File: src/rtl/power_window_antipinch_controller_macros.svh
`ifndef POWER_WINDOW_ANTIPINCH_CONTROLLER_MACROS_SVH
`define POWER_WINDOW_ANTIPINCH_CONTROLLER_MACROS_SVH

// Same-cycle implication, checked outside reset.
`define PWAC_ASSERT_IMPL(label, clk, rst_n, ante, cons) \
    label: assert property (@(posedge clk) disable iff (!rst_n) (ante) |-> (cons)) \
        else $error("pwac: assertion failed");

// Next-cycle implication, checked outside reset.
`define PWAC_ASSERT_NEXT(label, clk, rst_n, ante, cons) \
    label: assert property (@(posedge clk) disable iff (!rst_n) (ante) |=> (cons)) \
        else $error("pwac: assertion failed");

`endif

File: src/rtl/pwac_pkg.sv
package pwac_pkg;

    localparam int SPC       = 10;
    localparam int SUM_W     = 16;
    localparam int IDX_W     = $clog2(SPC + 1);
    localparam int DIV_SHIFT = SUM_W + $clog2(SPC);
    localparam int RECIP_W   = SUM_W + 1;
    // ceil(2^DIV_SHIFT / SPC) gives an exact quotient for every SUM_W-bit sum
    localparam logic [RECIP_W-1:0] DIV_RECIP =
        RECIP_W'(((64'd1 << DIV_SHIFT) + 64'(SPC) - 64'd1) / 64'(SPC));

    localparam logic [2:0] PH_IDLE       = 3'd0;
    localparam logic [2:0] PH_DOWN_PRESS = 3'd1;
    localparam logic [2:0] PH_AUTO_DOWN  = 3'd2;
    localparam logic [2:0] PH_UP_PRESS   = 3'd3;
    localparam logic [2:0] PH_AUTO_UP    = 3'd4;
    localparam logic [2:0] PH_REVERSE    = 3'd5;
    localparam logic [2:0] PH_WAIT       = 3'd6;

    typedef enum logic [2:0] {
        CFG_DEBOUNCE  = 3'd0,
        CFG_LONG      = 3'd1,
        CFG_CANCEL    = 3'd2,
        CFG_REVERSE   = 3'd3,
        CFG_BLANK     = 3'd4,
        CFG_TRIP_LOW  = 3'd5,
        CFG_TRIP_HIGH = 3'd6
    } t_cfg_idx;

    typedef enum logic [6:0] {
        S_IDLE       = 7'b0000001,
        S_DOWN_PRESS = 7'b0000010,
        S_AUTO_DOWN  = 7'b0000100,
        S_UP_PRESS   = 7'b0001000,
        S_AUTO_UP    = 7'b0010000,
        S_REVERSE    = 7'b0100000,
        S_WAIT       = 7'b1000000
    } t_state;

    typedef struct packed {
        logic        func;
        logic        down_switch;
        logic        up_switch;
        logic        down_limit;
        logic        up_limit;
        logic [11:0] current_code;
    } t_in_item;

    typedef struct packed {
        logic       relay_down_on;
        logic       relay_up_on;
        logic [2:0] phase;
        logic       pinch_trip;
    } t_out_item;

    function automatic logic [2:0] phase_code(t_state s);
        logic [2:0] p;
        unique case (s)
            S_IDLE:       p = PH_IDLE;
            S_DOWN_PRESS: p = PH_DOWN_PRESS;
            S_AUTO_DOWN:  p = PH_AUTO_DOWN;
            S_UP_PRESS:   p = PH_UP_PRESS;
            S_AUTO_UP:    p = PH_AUTO_UP;
            S_REVERSE:    p = PH_REVERSE;
            S_WAIT:       p = PH_WAIT;
            default:      p = PH_IDLE;
        endcase
        return p;
    endfunction

endpackage

File: src/rtl/power_window_antipinch_controller.sv
// Power window lift controller with anti-pinch reversal.
// Input channel (i_in_valid / o_in_stall, payload i_in_data): each transfer is
// either a 1 ms tick with the switch and limit levels (func 0) or one 12-bit
// current sample (func 1). Output channel (o_out_valid / i_out_stall, payload
// o_out_data): exactly one result per input transfer, in order, giving the
// relay drive, the phase and the anti-pinch trip flag after that item.
// The state and the result register update at the edge that takes the input.
// Throughput is one item per cycle while the receiver does not stall; the
// single result register sets it, and the next item is taken in the same
// cycle that the held result is transferred.
// While the receiver stalls, the result register holds and o_in_stall is
// raised, so no input is taken until the result goes out.
// Configuration: i_cfg_we writes register i_cfg_idx with i_cfg_data at the
// clock edge; indexes past the last register are ignored. Write only while
// no item is in flight.
// Reset (synchronous, i_rst_n low) returns to idle with no result valid, clears
// all counters and loads the default timings and trip codes.
`include "power_window_antipinch_controller_macros.svh"

module power_window_antipinch_controller (
    input  logic                i_clk,
    input  logic                i_rst_n,
    input  logic                i_in_valid,
    output logic                o_in_stall,
    input  pwac_pkg::t_in_item  i_in_data,
    output logic                o_out_valid,
    input  logic                i_out_stall,
    output pwac_pkg::t_out_item o_out_data,
    input  logic                i_cfg_we,
    input  logic [2:0]          i_cfg_idx,
    input  logic [11:0]         i_cfg_data
);
    import pwac_pkg::*;

    // configuration
    logic [7:0]  r_debounce;
    logic [11:0] r_long;
    logic [7:0]  r_cancel_ms;
    logic [9:0]  r_reverse;
    logic [7:0]  r_blank_ms;
    logic [11:0] r_trip_low;
    logic [11:0] r_trip_high;

    // control state
    t_state           r_state, n_state;
    logic [11:0]      r_hold, n_hold;
    logic [7:0]       r_cancel, n_cancel;
    logic [SUM_W-1:0] r_sum, n_sum;
    logic [IDX_W-1:0] r_idx, n_idx;
    logic [7:0]       r_blank, n_blank;
    logic             r_dead, n_dead;
    logic [7:0]       r_deb, n_deb;
    logic             r_wait_up, n_wait_up;

    logic      r_out_valid;
    t_out_item r_out;
    t_out_item n_out;

    logic accept;

    // helpers
    logic                     dsw, usw, dlim, ulim;
    logic                     motion;
    logic                     p_sw, p_lim;
    t_state                   p_motion;
    logic [11:0]              hold_sat;
    logic                     opp;
    logic [7:0]               c_deb, c_cnt;
    logic                     c_hit;
    logic [SUM_W:0]           sum_ext;
    logic [SUM_W-1:0]         sum_new;
    logic [IDX_W-1:0]         idx_new;
    logic [SUM_W+RECIP_W-1:0] prod;
    logic [SUM_W-1:0]         avg;
    logic                     sample_ok;
    logic                     trip;

    assign accept     = i_in_valid && !o_in_stall;
    assign o_in_stall = r_out_valid && i_out_stall;

    assign dsw  = i_in_data.down_switch;
    assign usw  = i_in_data.up_switch;
    assign dlim = i_in_data.down_limit;
    assign ulim = i_in_data.up_limit;

    assign motion = (r_state == S_AUTO_DOWN) || (r_state == S_AUTO_UP) ||
                    (r_state == S_REVERSE);

    assign p_sw     = (r_state == S_DOWN_PRESS) ? dsw : usw;
    assign p_lim    = (r_state == S_DOWN_PRESS) ? dlim : ulim;
    assign p_motion = (r_state == S_DOWN_PRESS) ? S_AUTO_DOWN : S_AUTO_UP;
    assign hold_sat = (r_hold == 12'hFFF) ? r_hold : r_hold + 12'd1;

    // opposite switch debounce and cancel timing during auto motion
    assign opp = (r_state == S_AUTO_UP) ? dsw : usw;
    always_comb begin
        c_deb = r_deb;
        c_cnt = r_cancel;
        c_hit = 1'b0;
        if (!opp) begin
            c_deb = '0;
            c_cnt = '0;
        end else if (r_deb < r_debounce) begin
            c_deb = r_deb + 8'd1;
        end else begin
            c_cnt = (r_cancel == 8'hFF) ? r_cancel : r_cancel + 8'd1;
            c_hit = c_cnt > r_cancel_ms;
        end
    end

    // current averaging: divide by the group size through a reciprocal
    assign sum_ext   = {1'b0, r_sum} + (SUM_W + 1)'(i_in_data.current_code);
    assign sum_new   = sum_ext[SUM_W-1:0];
    assign idx_new   = r_idx + IDX_W'(1);
    assign prod      = sum_new * DIV_RECIP;
    assign avg       = SUM_W'(prod[SUM_W+RECIP_W-1:DIV_SHIFT]);
    assign sample_ok = (r_state == S_AUTO_UP) && !r_dead && (r_blank >= r_blank_ms);

    always_comb begin
        n_state   = r_state;
        n_hold    = r_hold;
        n_cancel  = r_cancel;
        n_sum     = r_sum;
        n_idx     = r_idx;
        n_blank   = r_blank;
        n_dead    = r_dead;
        n_deb     = r_deb;
        n_wait_up = r_wait_up;
        trip      = 1'b0;

        if (!i_in_data.func) begin
            if (motion && r_dead) begin
                // dead tick: only release the relays' hold-off
                n_dead = 1'b0;
            end else begin
                unique case (r_state)
                    S_IDLE: begin
                        n_deb  = '0;
                        n_hold = '0;
                        if (dsw) begin
                            n_state = S_DOWN_PRESS;
                        end else if (usw) begin
                            n_state = S_UP_PRESS;
                        end
                    end
                    S_DOWN_PRESS, S_UP_PRESS: begin
                        if (!p_sw) begin
                            n_state = S_IDLE;
                        end else if (r_deb < r_debounce) begin
                            n_deb = r_deb + 8'd1;
                        end else begin
                            n_hold = hold_sat;
                            if (hold_sat > r_long) begin
                                if (p_lim) begin
                                    n_deb  = '0;
                                    n_hold = '0;
                                end else begin
                                    n_state  = p_motion;
                                    n_dead   = 1'b1;
                                    n_deb    = '0;
                                    n_cancel = '0;
                                    n_hold   = '0;
                                    n_blank  = '0;
                                    n_sum    = '0;
                                    n_idx    = '0;
                                end
                            end
                        end
                    end
                    S_AUTO_DOWN: begin
                        if (dlim) begin
                            n_state   = S_WAIT;
                            n_wait_up = 1'b0;
                            n_blank   = '0;
                            n_dead    = 1'b0;
                        end else begin
                            n_deb    = c_deb;
                            n_cancel = c_cnt;
                            if (c_hit) begin
                                n_state   = S_WAIT;
                                n_wait_up = 1'b1;
                                n_blank   = '0;
                                n_dead    = 1'b0;
                            end
                        end
                    end
                    S_AUTO_UP: begin
                        if (ulim) begin
                            n_state   = S_WAIT;
                            n_wait_up = 1'b1;
                            n_blank   = '0;
                            n_dead    = 1'b0;
                        end else begin
                            n_deb    = c_deb;
                            n_cancel = c_cnt;
                            if (c_hit) begin
                                n_state   = S_WAIT;
                                n_wait_up = 1'b0;
                                n_blank   = '0;
                                n_dead    = 1'b0;
                            end else if (r_blank < r_blank_ms) begin
                                n_blank = r_blank + 8'd1;
                            end
                        end
                    end
                    S_REVERSE: begin
                        if (r_hold >= {2'b00, r_reverse}) begin
                            n_state   = S_WAIT;
                            n_wait_up = 1'b1;
                            n_blank   = '0;
                            n_dead    = 1'b0;
                        end else begin
                            n_hold = r_hold + 12'd1;
                        end
                    end
                    S_WAIT: begin
                        if (!(r_wait_up ? usw : dsw)) begin
                            n_state = S_IDLE;
                        end
                    end
                    default: begin
                        n_state = S_IDLE;
                    end
                endcase
            end
        end else if (sample_ok) begin
            n_sum = sum_new;
            n_idx = idx_new;
            if (idx_new >= IDX_W'(SPC)) begin
                n_sum = '0;
                n_idx = '0;
                if (avg <= SUM_W'(r_trip_low) || avg >= SUM_W'(r_trip_high)) begin
                    // anti-pinch: reverse down after a dead tick
                    n_state  = S_REVERSE;
                    n_dead   = 1'b1;
                    n_deb    = '0;
                    n_cancel = '0;
                    n_hold   = '0;
                    n_blank  = '0;
                    trip     = 1'b1;
                end
            end
        end
    end

    always_comb begin
        n_out.relay_down_on = !n_dead &&
                              ((n_state == S_AUTO_DOWN) || (n_state == S_REVERSE));
        n_out.relay_up_on   = !n_dead && (n_state == S_AUTO_UP);
        n_out.phase         = phase_code(n_state);
        n_out.pinch_trip    = trip;
    end

    always_ff @(posedge i_clk) begin
        if (!i_rst_n) begin
            r_debounce  <= 8'd5;
            r_long      <= 12'd500;
            r_cancel_ms <= 8'd10;
            r_reverse   <= 10'd50;
            r_blank_ms  <= 8'd10;
            r_trip_low  <= 12'd3122;
            r_trip_high <= 12'd3749;
        end else if (i_cfg_we) begin
            unique case (t_cfg_idx'(i_cfg_idx))
                CFG_DEBOUNCE:  r_debounce  <= i_cfg_data[7:0];
                CFG_LONG:      r_long      <= i_cfg_data;
                CFG_CANCEL:    r_cancel_ms <= i_cfg_data[7:0];
                CFG_REVERSE:   r_reverse   <= i_cfg_data[9:0];
                CFG_BLANK:     r_blank_ms  <= i_cfg_data[7:0];
                CFG_TRIP_LOW:  r_trip_low  <= i_cfg_data;
                CFG_TRIP_HIGH: r_trip_high <= i_cfg_data;
                default: ;
            endcase
        end
    end

    always_ff @(posedge i_clk) begin
        if (!i_rst_n) begin
            r_state     <= S_IDLE;
            r_hold      <= '0;
            r_cancel    <= '0;
            r_sum       <= '0;
            r_idx       <= '0;
            r_blank     <= '0;
            r_dead      <= 1'b0;
            r_deb       <= '0;
            r_wait_up   <= 1'b0;
            r_out_valid <= 1'b0;
        end else begin
            if (accept) begin
                r_state     <= n_state;
                r_hold      <= n_hold;
                r_cancel    <= n_cancel;
                r_sum       <= n_sum;
                r_idx       <= n_idx;
                r_blank     <= n_blank;
                r_dead      <= n_dead;
                r_deb       <= n_deb;
                r_wait_up   <= n_wait_up;
                r_out_valid <= 1'b1;
            end else if (!i_out_stall) begin
                r_out_valid <= 1'b0;
            end
        end
    end

    // hold the result while stalled
    always_ff @(posedge i_clk) begin
        if (accept) begin
            r_out <= n_out;
        end
    end

    assign o_out_valid = r_out_valid;
    assign o_out_data  = r_out;

    `PWAC_ASSERT_IMPL(a_relays_exclusive, i_clk, i_rst_n, o_out_valid,
        !(o_out_data.relay_down_on && o_out_data.relay_up_on))
    `PWAC_ASSERT_IMPL(a_trip_reverses, i_clk, i_rst_n,
        o_out_valid && o_out_data.pinch_trip, o_out_data.phase == PH_REVERSE)
    `PWAC_ASSERT_IMPL(a_dead_relays_off, i_clk, i_rst_n, o_out_valid && r_dead,
        !o_out_data.relay_down_on && !o_out_data.relay_up_on)
    `PWAC_ASSERT_NEXT(a_accept_fills_output, i_clk, i_rst_n, accept, o_out_valid)

endmodule
File: config.mk
export PLATFORM = sky130hd
export DESIGN_NAME = power_window_antipinch_controller
export DESIGN_NICKNAME = d
export VERILOG_FILES = /design/src/rtl/pwac_pkg.sv /design/src/rtl/power_window_antipinch_controller.sv
export VERILOG_INCLUDE_DIRS = /design/src /design/src/rtl
export SDC_FILE = /design/constraint.sdc
export NUM_CORES = 1
export LEC_CHECK = 0
export ABC_AREA = 1
export BUFFER_PORTS_ARGS = -buffer_cell sky130_fd_sc_hd__buf_2
export CORE_MARGIN = 3
export CORE_UTILIZATION = 60
export DETAILED_ROUTE_END_ITERATION = 10
export PLACE_DENSITY = 0.87
export SYNTH_ARGS = -nofsm -noshare
export SYNTH_HDL_FRONTEND = slang
export SYNTH_SLANG_ARGS = --single-unit
File: constraint.sdc
create_clock -name i_clk -period 10.5 [get_ports i_clk]
set_clock_uncertainty 0.05 [all_clocks]
set_input_delay 0.525 -clock i_clk [delete_from_list [all_inputs] [get_ports i_clk]]
set_output_delay 0.525 -clock i_clk [all_outputs]
set_load 0.1 [all_outputs]
==> results of run 1 <==
-- worst paths after layout --
path | to | slack, ps | cells after the start
hold reg to reg | r_debounce[7] | 410 | 2
setup reg to reg | r_hold[6] | 700 | 53
setup / recovery | r_hold[6] | 700 | 53
hold / removal | r_trip_high[11] | 310 | 3
-- registers in the layout, summed over array words and instances, names as in the netlist, 7 cells and up --
register and count:
r_long 12, r_cancel_ms 8, r_hold 12, r_blank_ms 8, r_reverse 10, r_state 7
r_trip_low 12, r_trip_high 12, r_blank 8, r_sum 16, r_cancel 8, r_deb 8
r_debounce 8
-- layout make-up --
class / instances / area share
Sequential cell: 142 / 0.193
Clock buffer: 18 / 0.0292
Multi-Input combinational cell: 1325 / 0.630
Inverter: 380 / 0.0950
Antenna cell: 1 / 0.000166
Tap cell: 285 / 0.0237
Clock inverter: 14 / 0.00957
Timing Repair Buffer: 53 / 0.0191
-- power by group through the flow --
stage	clock, mW	sequential [mW]	combinational (mW)
4_1_cts	0.603	0.573	1.65
6_report	0.599	0.573	1.66
5_1_grt	0.622	0.575	1.90
2_1_floorplan	0	0.595	1.21
3_5_place_dp	0	0.585	1.62
3_3_place_gp	0	0.584	1.54
-- per-layer routing --
metal	part of all wire	GRT usage	up-vias
met1	0.41	0.327	5906
met4	0.033	0.119	2
met2	0.51	0.512	368
met5	0.00037	0	-
li1	-	-	6180
met3	0.051	0.0413	92
-- worst max-delay path: cells and delay by family (launching register included) --
family | cells | cell delay (ps)
and+or+nand+nor | 24 | 2380
buffers and inverters | 7 | 510
xor gates and xnor gates | 1 | 240
AOI/OAI and AO/OA | 11 | 2140
DFF | 1 | 360
adders and majority gates | 10 | 3950
-- logic make-up after synthesis --
logic type	synth area share
AO/OA/AOI/OAI	0.145
XOR/XNOR	0.0327
flip-flops	0.208
adder cells (fa/ha/maj)	0.310
AND/OR/NAND/NOR	0.192
buffers and inverters	0.113
-- placed cells by master, fill, tap and decap left out, types with 9 or more instances in the layout --
cell type    n
clkbuf_16   17
inv_2        9
xor2_1      40
nand2_1    342
o21ai_0    104
o211ai_1    26
buf_2       44
a21oi_1    173
nor3_1      23
dfxtp_1    136
nor2_1     115
xnor2_1     12
ha_1       219
inv_1      368
nand4_1     16
buf_4        9
nand3_1     72
fa_1        79
o21ai_1     10
nand3b_1    10
-- stage by stage --
stage / total power, mW / instances / area [µm²] / hold slack [ps]
floorplan: 1.81 / 1882 / 13900 / 379
global placement: 2.13 / 2185 / 14500 / 400
detailed placement: 2.21 / 2185 / 14500 / 404
CTS: 2.82 / 2217 / 15000 / 293
global route: 3.09 / 2218 / 15000 / 317
finish: 2.83 / 2218 / 15000 / 312
==> impl_metrics.csv, run 1 <==
group,metric,value,unit
status,status,"completed",
synth,synthArstFlopShare,0,
power_and_ir_drop,power_density,188,nW/µm²
clock_network,cts_buffer_depth,2,
setup_path,worst_path_most_repeated_cell,"nand2_1",
synth,synth_warnings,0,
drt,firstDrtPassIters,5,
place,io_buffers,44,
drt,drc_errors,0,
setup_path,end_kind,"register",
synth,ys_seq_area_frac,0.208,
drt,vias,12500,
clock_network,cts.sinks,142,
timing,slew_violations,0,
setup_path,start_kind,"register",
synth,yosys-top-cells-area,"ha_1, dfxtp_1, fa_1, inv_1, nand2_1",
timing,tightest_slew,968,ps
drt,ant_nets,0,
final_layout,fin_nets,2254,
synth,synth.net_count,2217,
clock_network,clkTransAtPathRegs,70,ps
setup_path,reg2reg_from,"r_sum[0]",
grt,grt_pass1_wl,56.5,mm
floorplan,dieArea,25100,µm²
timing,fin_ws,699,ps
power_and_ir_drop,p_int,1.50,mW
power_and_ir_drop,leakage,7.86,nW
setup_path,crit_arrival,10070,ps
floorplan,die_y,158,µm
place,post-dp-hpwl,27.7,mm
synth,synth_top_area_cell,"ha_1",
final_layout,ff_latch_area,2900,µm²
drt,drtIter0Drc,891,
setup_path,critical_path_peak_fanout,17,
drt,vias_per_cell,5.66,
floorplan,ios,45,
synth,yosys-top-cells-count,"inv_1, nand2_1, ha_1, a21oi_1, dfxtp_1",
grt,grt_antenna_before_repair,2,
power_and_ir_drop,power_frac_clock,0.212,
clock_network,cts_inserted_buffers,17,
hold_path,hp-class,"in -> reg",
floorplan,die_w,158,µm
synth,synth_most_common_cell,"inv_1",
setup_path,crit_path_start,"r_sum[0]",
clock_network,cts_setup_buffers,0,
timing,rsz0062_at_grt,"no",
setup_path,critPathRequiredTime,10770,ps
timing,maxSlewHeadroom,0.353,
synth,postSynthAreaPerCell,7.41,µm²
grt,grt.total_usage,0.281,
timing,fin_tns_setup,0,ps
timing,fin_crit_sh,0.933,
power_and_ir_drop,p_switching,1.33,mW
floorplan,rows,55,
place,dp_slack,675,ps
floorplan,core_area,22700,µm²
place,gp_congestion,0.951,
final_layout,multi_input_area,9480,µm²
timing,layout_min_cycle_time,9800,ps
final_layout,finish.utilization,0.662,
grt,grt_max_degree,88,
run,maxCapViolCount,0,
clock_network,cts_hold_buf,0,
setup_path,path_class,"reg -> reg",
synth,synth_flop_cell,"dfxtp_1",
timing,timing.final.hold_violations,0,
clock_network,clk_latency,440,ps
final_layout,synthToLayoutAreaGrowth,7.82,%
synth,synth_edf_count,6,
power_and_ir_drop,pwr-share-seq,0.203,
clock_network,clock-root-buffer,"clkbuf_16",
timing,fmax,0.102,GHz
clock_network,ctsHtreeMaxLevel,4,
power_and_ir_drop,switching_share,0.470,
power_and_ir_drop,power_frac_comb,0.586,
final_layout,fillers,1896,
timing,setup_viol,0,
synth,yosys.area.top_type_share,0.196,
drt,detail_route.wl_per_cell,15.8,µm
synth,synthCells,1882,
grt,grt_pass1_vias,12300,
setup_path,cp_slowest_stage_delay,550,ps
setup_path,slowest_stage,"fa_1",
hold_path,hp-start,"i_cfg_data[11]",
synth,ys_types,56,
synth,synth_seq_cells,142,
final_layout,post_route_cells_drive_above_1_share,0.0699,
grt,grt_overflow_total,0,
synth,syn_area,13900,µm²
clock_network,cts_tree,"yes",
drt,wirelength,35.1,mm
clock_network,cts.repair.resized,0,
floorplan,initial_core_util,0.614,
power_and_ir_drop,vdd.ir_drop.worst,0.000136,V
(Power assumes the default switching activity.)
==> run 2, diff against run 1 <==
Settings changed: ABC_AREA 1 to not set.
==> impl_metrics.csv, run 2 <==
group,metric,value,unit
synth,syn_area,13600,µm²
drt,wirelength,33.8,mm
power_and_ir_drop,p_int,1.44,mW
synth,synth-simple-area-share,0.179,
clock_network,clkTransAtPathRegs,60,ps
setup_path,cp_slowest_stage_delay,570,ps
floorplan,core_area,22000,µm²
drt,vias,11800,
drt,wl_met1,13.8,mm
synth,synth_edf_count,6,
hold_path,hold_end,"o_out_valid",
power_and_ir_drop,power_frac_clock,0.236,
synth,synth_top_area_cell,"ha_1",
final_layout,antenna_cells,0,
drt,wl_met2,17.1,mm
setup_path,end_kind,"register",
synth,synth.net_count,1959,
hold_path,hp-start,"i_in_valid",
setup_path,critical_path_peak_fanout,4,
clock_network,clock-root-buffer,"clkbuf_16",
synth,yosys-top-cells-area,"ha_1, dfxtp_1, fa_1, inv_1, nand2_1",
drt,detail_route.wl_per_cell,17.3,µm
timing,timing.final.hold_violations,0,
floorplan,rows,54,
setup_path,crit_arrival,10240,ps
synth,synth_top_family_by_area,"adder cells",
synth,synthCells,1624,
grt,grt_pass1_vias,11700,
drt,ant_nets,0,
synth,synth_warnings,0,
clock_network,cts.sinks,142,
place,gp_congestion,0.953,
setup_path,start_kind,"register",
power_and_ir_drop,leakage,6.99,nW
timing,maxSlewHeadroom,0.182,
synth,synth_fa_ha_area_frac,0.318,
power_and_ir_drop,power_density,167,nW/µm²
floorplan,initial_core_util,0.617,
timing,holdWs,304,ps
floorplan,dieArea,24500,µm²
final_layout,post_route_cells_drive_above_1_share,0.0759,
final_layout,fillers,1729,
setup_path,critPathRequiredTime,10800,ps
final_layout,fin_nets,1996,
synth,ys_seq_area_frac,0.214,
clock_network,ctsHtreeMaxLevel,4,
grt,grt.total_usage,0.276,
final_layout,largest_reg_flops,16,
timing,fmax,0.101,GHz
final_layout,ff_latch_area,2900,µm²
timing,fin_tns_setup,0,ps
power_and_ir_drop,vdd.ir_drop.worst,0.000145,V
setup_path,reg2reg_to,"r_cancel[0]",
power_and_ir_drop,p_switching,1.03,mW
synth,synth_seq_cells,142,
setup_path,path_delay_family,"adder cells",
synth,synth_most_common_cell,"inv_1",
power_and_ir_drop,power,2.47,mW
timing,setup_viol,0,
grt,grt_antenna_before_repair,0,
floorplan,ios,45,
final_layout,multi_input_area,9730,µm²
final_layout,final_cell_mix,"inv_1, ha_1, nand2_1",
drt,firstDrtPassIters,5,
clock_network,cts_buffer_depth,2,
clock_network,cts_inserted_buffers,17,
grt,grt_pass1_wl,55.4,mm
drt,drtIter0Drc,892,
setup_path,slowest_stage,"or4b_1",
clock_network,cts_tree,"yes",
synth,synth_flop_cell,"dfxtp_1",
timing,slew_violations,0,
drt,wl_met3,1.62,mm
setup_path,path_class,"reg -> reg",
final_layout,regMostFlops,"r_sum",
final_layout,final_area,14700,µm²
timing,fin_crit_sh,0.946,
grt,grt_overflow_total,0,
timing,rsz0062_at_grt,"no",
synth,synthArstFlopShare,0,
synth,synthMuxAreaShare,0.00911,
synth,yosys-top-cells-count,"inv_1, ha_1, nand2_1, dfxtp_1, a21oi_1",
setup_path,cp_num_buf_inv,6,
floorplan,die_y,157,µm
clock_network,clk_latency,430,ps
setup_path,rr_worst_depth,44,
synth,postSynthAreaPerCell,8.37,µm²
power_and_ir_drop,switching_share,0.418,
synth,ys_types,77,
synth,synthXorXnorAreaFrac,0.0309,
synth,synth_compound_area_frac,0.174,
run,maxCapViolCount,0,
drt,drc_errors,0,
place,io_buffers,44,
final_layout,layout_commonest_cell,"inv_1",
timing,layout_min_cycle_time,9930,ps
place,post-dp-hpwl,26.4,mm
clock_network,cts_hold_buf,0,
setup_path,reg2reg_from,"r_sum[0]",
synth,yosys.area.top_type_share,0.202,
power_and_ir_drop,pwr-share-seq,0.228,
hold_path,whs_path_depth,2,
power_and_ir_drop,power_frac_comb,0.537,
floorplan,die_w,157,µm
status,status,"completed",
hold_path,hp-class,"in -> reg",
final_layout,synthToLayoutAreaGrowth,8.41,%
drt,top_layer_used,"met4",
grt,grt_max_degree,66,
drt,vias_per_cell,6.02,
timing,tightest_slew,1220,ps
setup_path,rrSetupSlack,570,ps
place,placed_area,14100,µm²
-- run 2: power groups by stage --
stage          clock, mW  combinational, mW  sequential [mW]
3_3_place_gp           0               1.21            0.573
4_1_cts            0.584               1.29            0.561
5_1_grt            0.606               1.50            0.562
3_5_place_dp           0               1.28            0.573
2_1_floorplan          0              0.944            0.580
6_report           0.582               1.32            0.562
-- run 2: repair_timing --
item / in CTS / in global routing
endpoints found under the setup margin: 0 / 42
gates resized for setup: 0 / 12
setup buffers: 0 / 1
-- run 2: cell type report --
type | instances | area share
clock buffers | 19 | 0.0301
clock inverters | 12 | 0.00756
inverters | 228 | 0.0581
multi-input cells | 1212 | 0.660
flip-flops and latches | 142 | 0.197
well taps | 280 | 0.0238
repair buffers | 60 | 0.0231
-- run 2: worst register-to-register path: cells and delay by family (launching register included) --
family	cells	cell delay, ps
AO/OA/AOI/OAI	16	3160
XOR/XNOR	2	400
adder cells (fa/ha/maj)	10	3660
buffers and inverters	6	670
flip-flops	1	320
AND/OR/NAND/NOR	10	1600
-- run 2: kinds of logic after synthesis --
family                   Yosys count
AO/OA/AOI/OAI                    360
XOR/XNOR                          48
AND/OR/NAND/NOR                  494
adder cells (fa/ha/maj)          298
buffers and inverters            270
flip-flops                       142
multiplexers                      12
-- run 2: how the worst max path moves through the flow --
stage | cells after the start | startpoint | endpoint
final | 44 | r_sum[0] | r_cancel[0]
after global routing | 42 | r_sum[0] | r_cancel[1]
after CTS | 44 | r_sum[0] | r_cancel[0]
after detailed placement | 45 | i_in_data[0] | r_cancel[0]
after global placement | 45 | i_in_data[0] | r_blank[3]
after floorplan | 41 | i_in_data[0] | r_cancel[0]
-- run 2: per-layer routing --
layer / global-route usage / vias up
met4: 0.122 / 0
met1: 0.329 / 5607
li1: - / 5659
met3: 0.0348 / 109
met2: 0.497 / 389
met5: 0 / -
-- run 2: per-stage QoR --
stage | util | setup slack (ps) | instances
5_1_grt | 0.669 | 4.62 | 1953
3_3_place_gp | 0.641 | 313 | 1921
3_5_place_dp | 0.641 | -33.4 | 1921
6_report | 0.669 | 569 | 1953
2_1_floorplan | - | 701 | 1624
4_1_cts | 0.666 | 263 | 1952
==> run 3, diff against run 2 <==
Settings changed: CAP_MARGIN set to 20.
Clock period 10.5 ns to 10.7 ns, I/O delays scaled along.
==> impl_metrics.csv, run 3 (synthesis gave the netlist of run 2 again) <==
group,metric,value,unit
final_layout,layout_commonest_cell,"inv_1",
setup_path,slowest_stage,"or4b_1",
drt,drc_errors,0,
grt,grt_pass1_wl,56.8,mm
drt,vias_per_cell,6.05,
run,maxCapViolCount,0,
floorplan,rows,54,
setup_path,cp_slowest_stage_delay,550,ps
place,post-dp-hpwl,26.5,mm
setup_path,crit_cells,45,
timing,slew_violations,0,
timing,maxSlewHeadroom,0.228,
setup_path,start_kind,"register",
final_layout,final_cell_mix,"inv_1, ha_1, nand2_1",
hold_path,hp-class,"in -> reg",
clock_network,clk_latency,430,ps
power_and_ir_drop,vdd.ir_drop.worst,0.000163,V
clock_network,cts_buffer_depth,2,
clock_network,clock-root-buffer,"clkbuf_16",
final_layout,instances_no_fill,1959,
clock_network,cts.sinks,142,
final_layout,largest_reg_flops,16,
grt,grt_antenna_before_repair,0,
power_and_ir_drop,leakage,7.02,nW
clock_network,cts_inserted_buffers,17,
place,gp_congestion,0.977,
floorplan,die_w,157,µm
grt,grt.total_usage,0.283,
final_layout,fin_nets,2002,
floorplan,ios,45,
drt,wirelength,34.0,mm
floorplan,die_y,157,µm
setup_path,rrSetupSlack,530,ps
setup_path,path_class,"reg -> reg",
setup_path,cp_num_buf_inv,7,
clock_network,ctsHtreeMaxLevel,4,
grt,grt_max_degree,66,
status,status,"completed",
timing,fin_crit_sh,0.951,
clock_network,clkTransAtPathRegs,70,ps
setup_path,rr_worst_depth,45,
timing,setup_viol,0,
timing,timing.final.hold_violations,0,
floorplan,core_area,22000,µm²
drt,ant_nets,0,
place,io_buffers,44,
hold_path,hold_end,"o_out_valid",
drt,detail_route.wl_per_cell,17.4,µm
setup_path,critical_path_peak_fanout,4,
place,dp.cells,1923,
hold_path,whs_path_depth,2,
floorplan,dieArea,24500,µm²
setup_path,path_delay_family,"adder cells",
grt,grt_pass1_vias,11800,
setup_path,reg2reg_from,"r_sum[0]",
final_layout,post_route_cells_drive_above_1_share,0.0762,
drt,vias,11800,
setup_path,critPathRequiredTime,11010,ps
timing,tightest_slew,1150,ps
floorplan,initial_core_util,0.617,
power_and_ir_drop,power_density,165,nW/µm²
setup_path,reg2reg_to,"r_cancel[0]",
timing,fmax,0.0983,GHz
final_layout,synthToLayoutAreaGrowth,8.73,%
grt,grt_overflow_total,0,
final_layout,regMostFlops,"r_sum",
final_layout,antenna_cells,0,
hold_path,hp-start,"i_in_valid",
setup_path,crit_arrival,10480,ps
clock_network,cts_tree,"yes",
setup_path,end_kind,"register",
drt,firstDrtPassIters,6,
timing,layout_min_cycle_time,10170,ps
drt,drtIter0Drc,938,
power_and_ir_drop,power,2.44,mW
[run 3: cell types whose count changed in the layout (fill, tap and decap cells not counted), sizes merged]
cell / before / now
inv: 231 / 234
clkinvlp: 3 / 2
clkbuf: 19 / 21
buf: 60 / 64
clkinv: 5 / 3
[run 3: worst max-delay path by stage]
stage	from	to
after floorplan	i_in_data[0]	r_cancel[0]
after global placement	i_in_data[0]	r_blank[3]
after detailed placement	i_in_data[1]	r_blank[3]
after CTS	r_sum[1]	r_blank[3]
after global routing	r_sum[0]	r_cancel[2]
final	r_sum[0]	r_cancel[0]
[run 3: area by class of cell]
type | instances | area (µm²)
multi-input cells | 1212 | 9710
repair buffers | 66 | 392
well taps | 280 | 350
fillers | 1739 | 7250
flip-flops and latches | 142 | 2900
inverters | 228 | 856
clock inverters | 12 | 126
clock buffers | 19 | 443
[run 3: routing by layer]
metal / up-vias / part of all wire / global-route usage
met5: - / 0 / 0
met4: 0 / 0.039 / 0.113
met3: 98 / 0.048 / 0.0321
met2: 413 / 0.51 / 0.507
met1: 5646 / 0.41 / 0.346
li1: 5688 / - / -
[run 3: where the power goes]
group | switching [mW] | internal [mW]
Sequential | 0.00827 | 0.543
Clock | 0.253 | 0.331
Combinational | 0.757 | 0.545
[run 3: timing repair]
action	CTS	global route
hold buffers	0	0
endpoints found under the setup margin	0	40
resized for setup	0	7
buffers inserted	0	2
[run 3: worst reg2reg max path: cells and delay by family, from the launching register on]
| kind | cells | cell delay, ps |
|---|---|---|
| compound gates | 17 | 3190 |
| xor+xnor | 2 | 440 |
| fa+ha+maj | 10 | 3780 |
| buf+inv | 7 | 880 |
| flops | 1 | 310 |
| simple gates | 9 | 1460 |
[run 3: per-stage QoR]
step	cell area [µm²]	TNS, ps	hold WS, ps	worst slack (ps)	utilization
3_5_place_dp	14100	0	398	170	0.641
6_report	14800	0	296	529	0.671
3_3_place_gp	14100	0	393	566	0.641
4_1_cts	14700	0	285	427	0.667
5_1_grt	14800	-0.934	292	-0.934	0.671
2_1_floorplan	13600	0	383	891	-
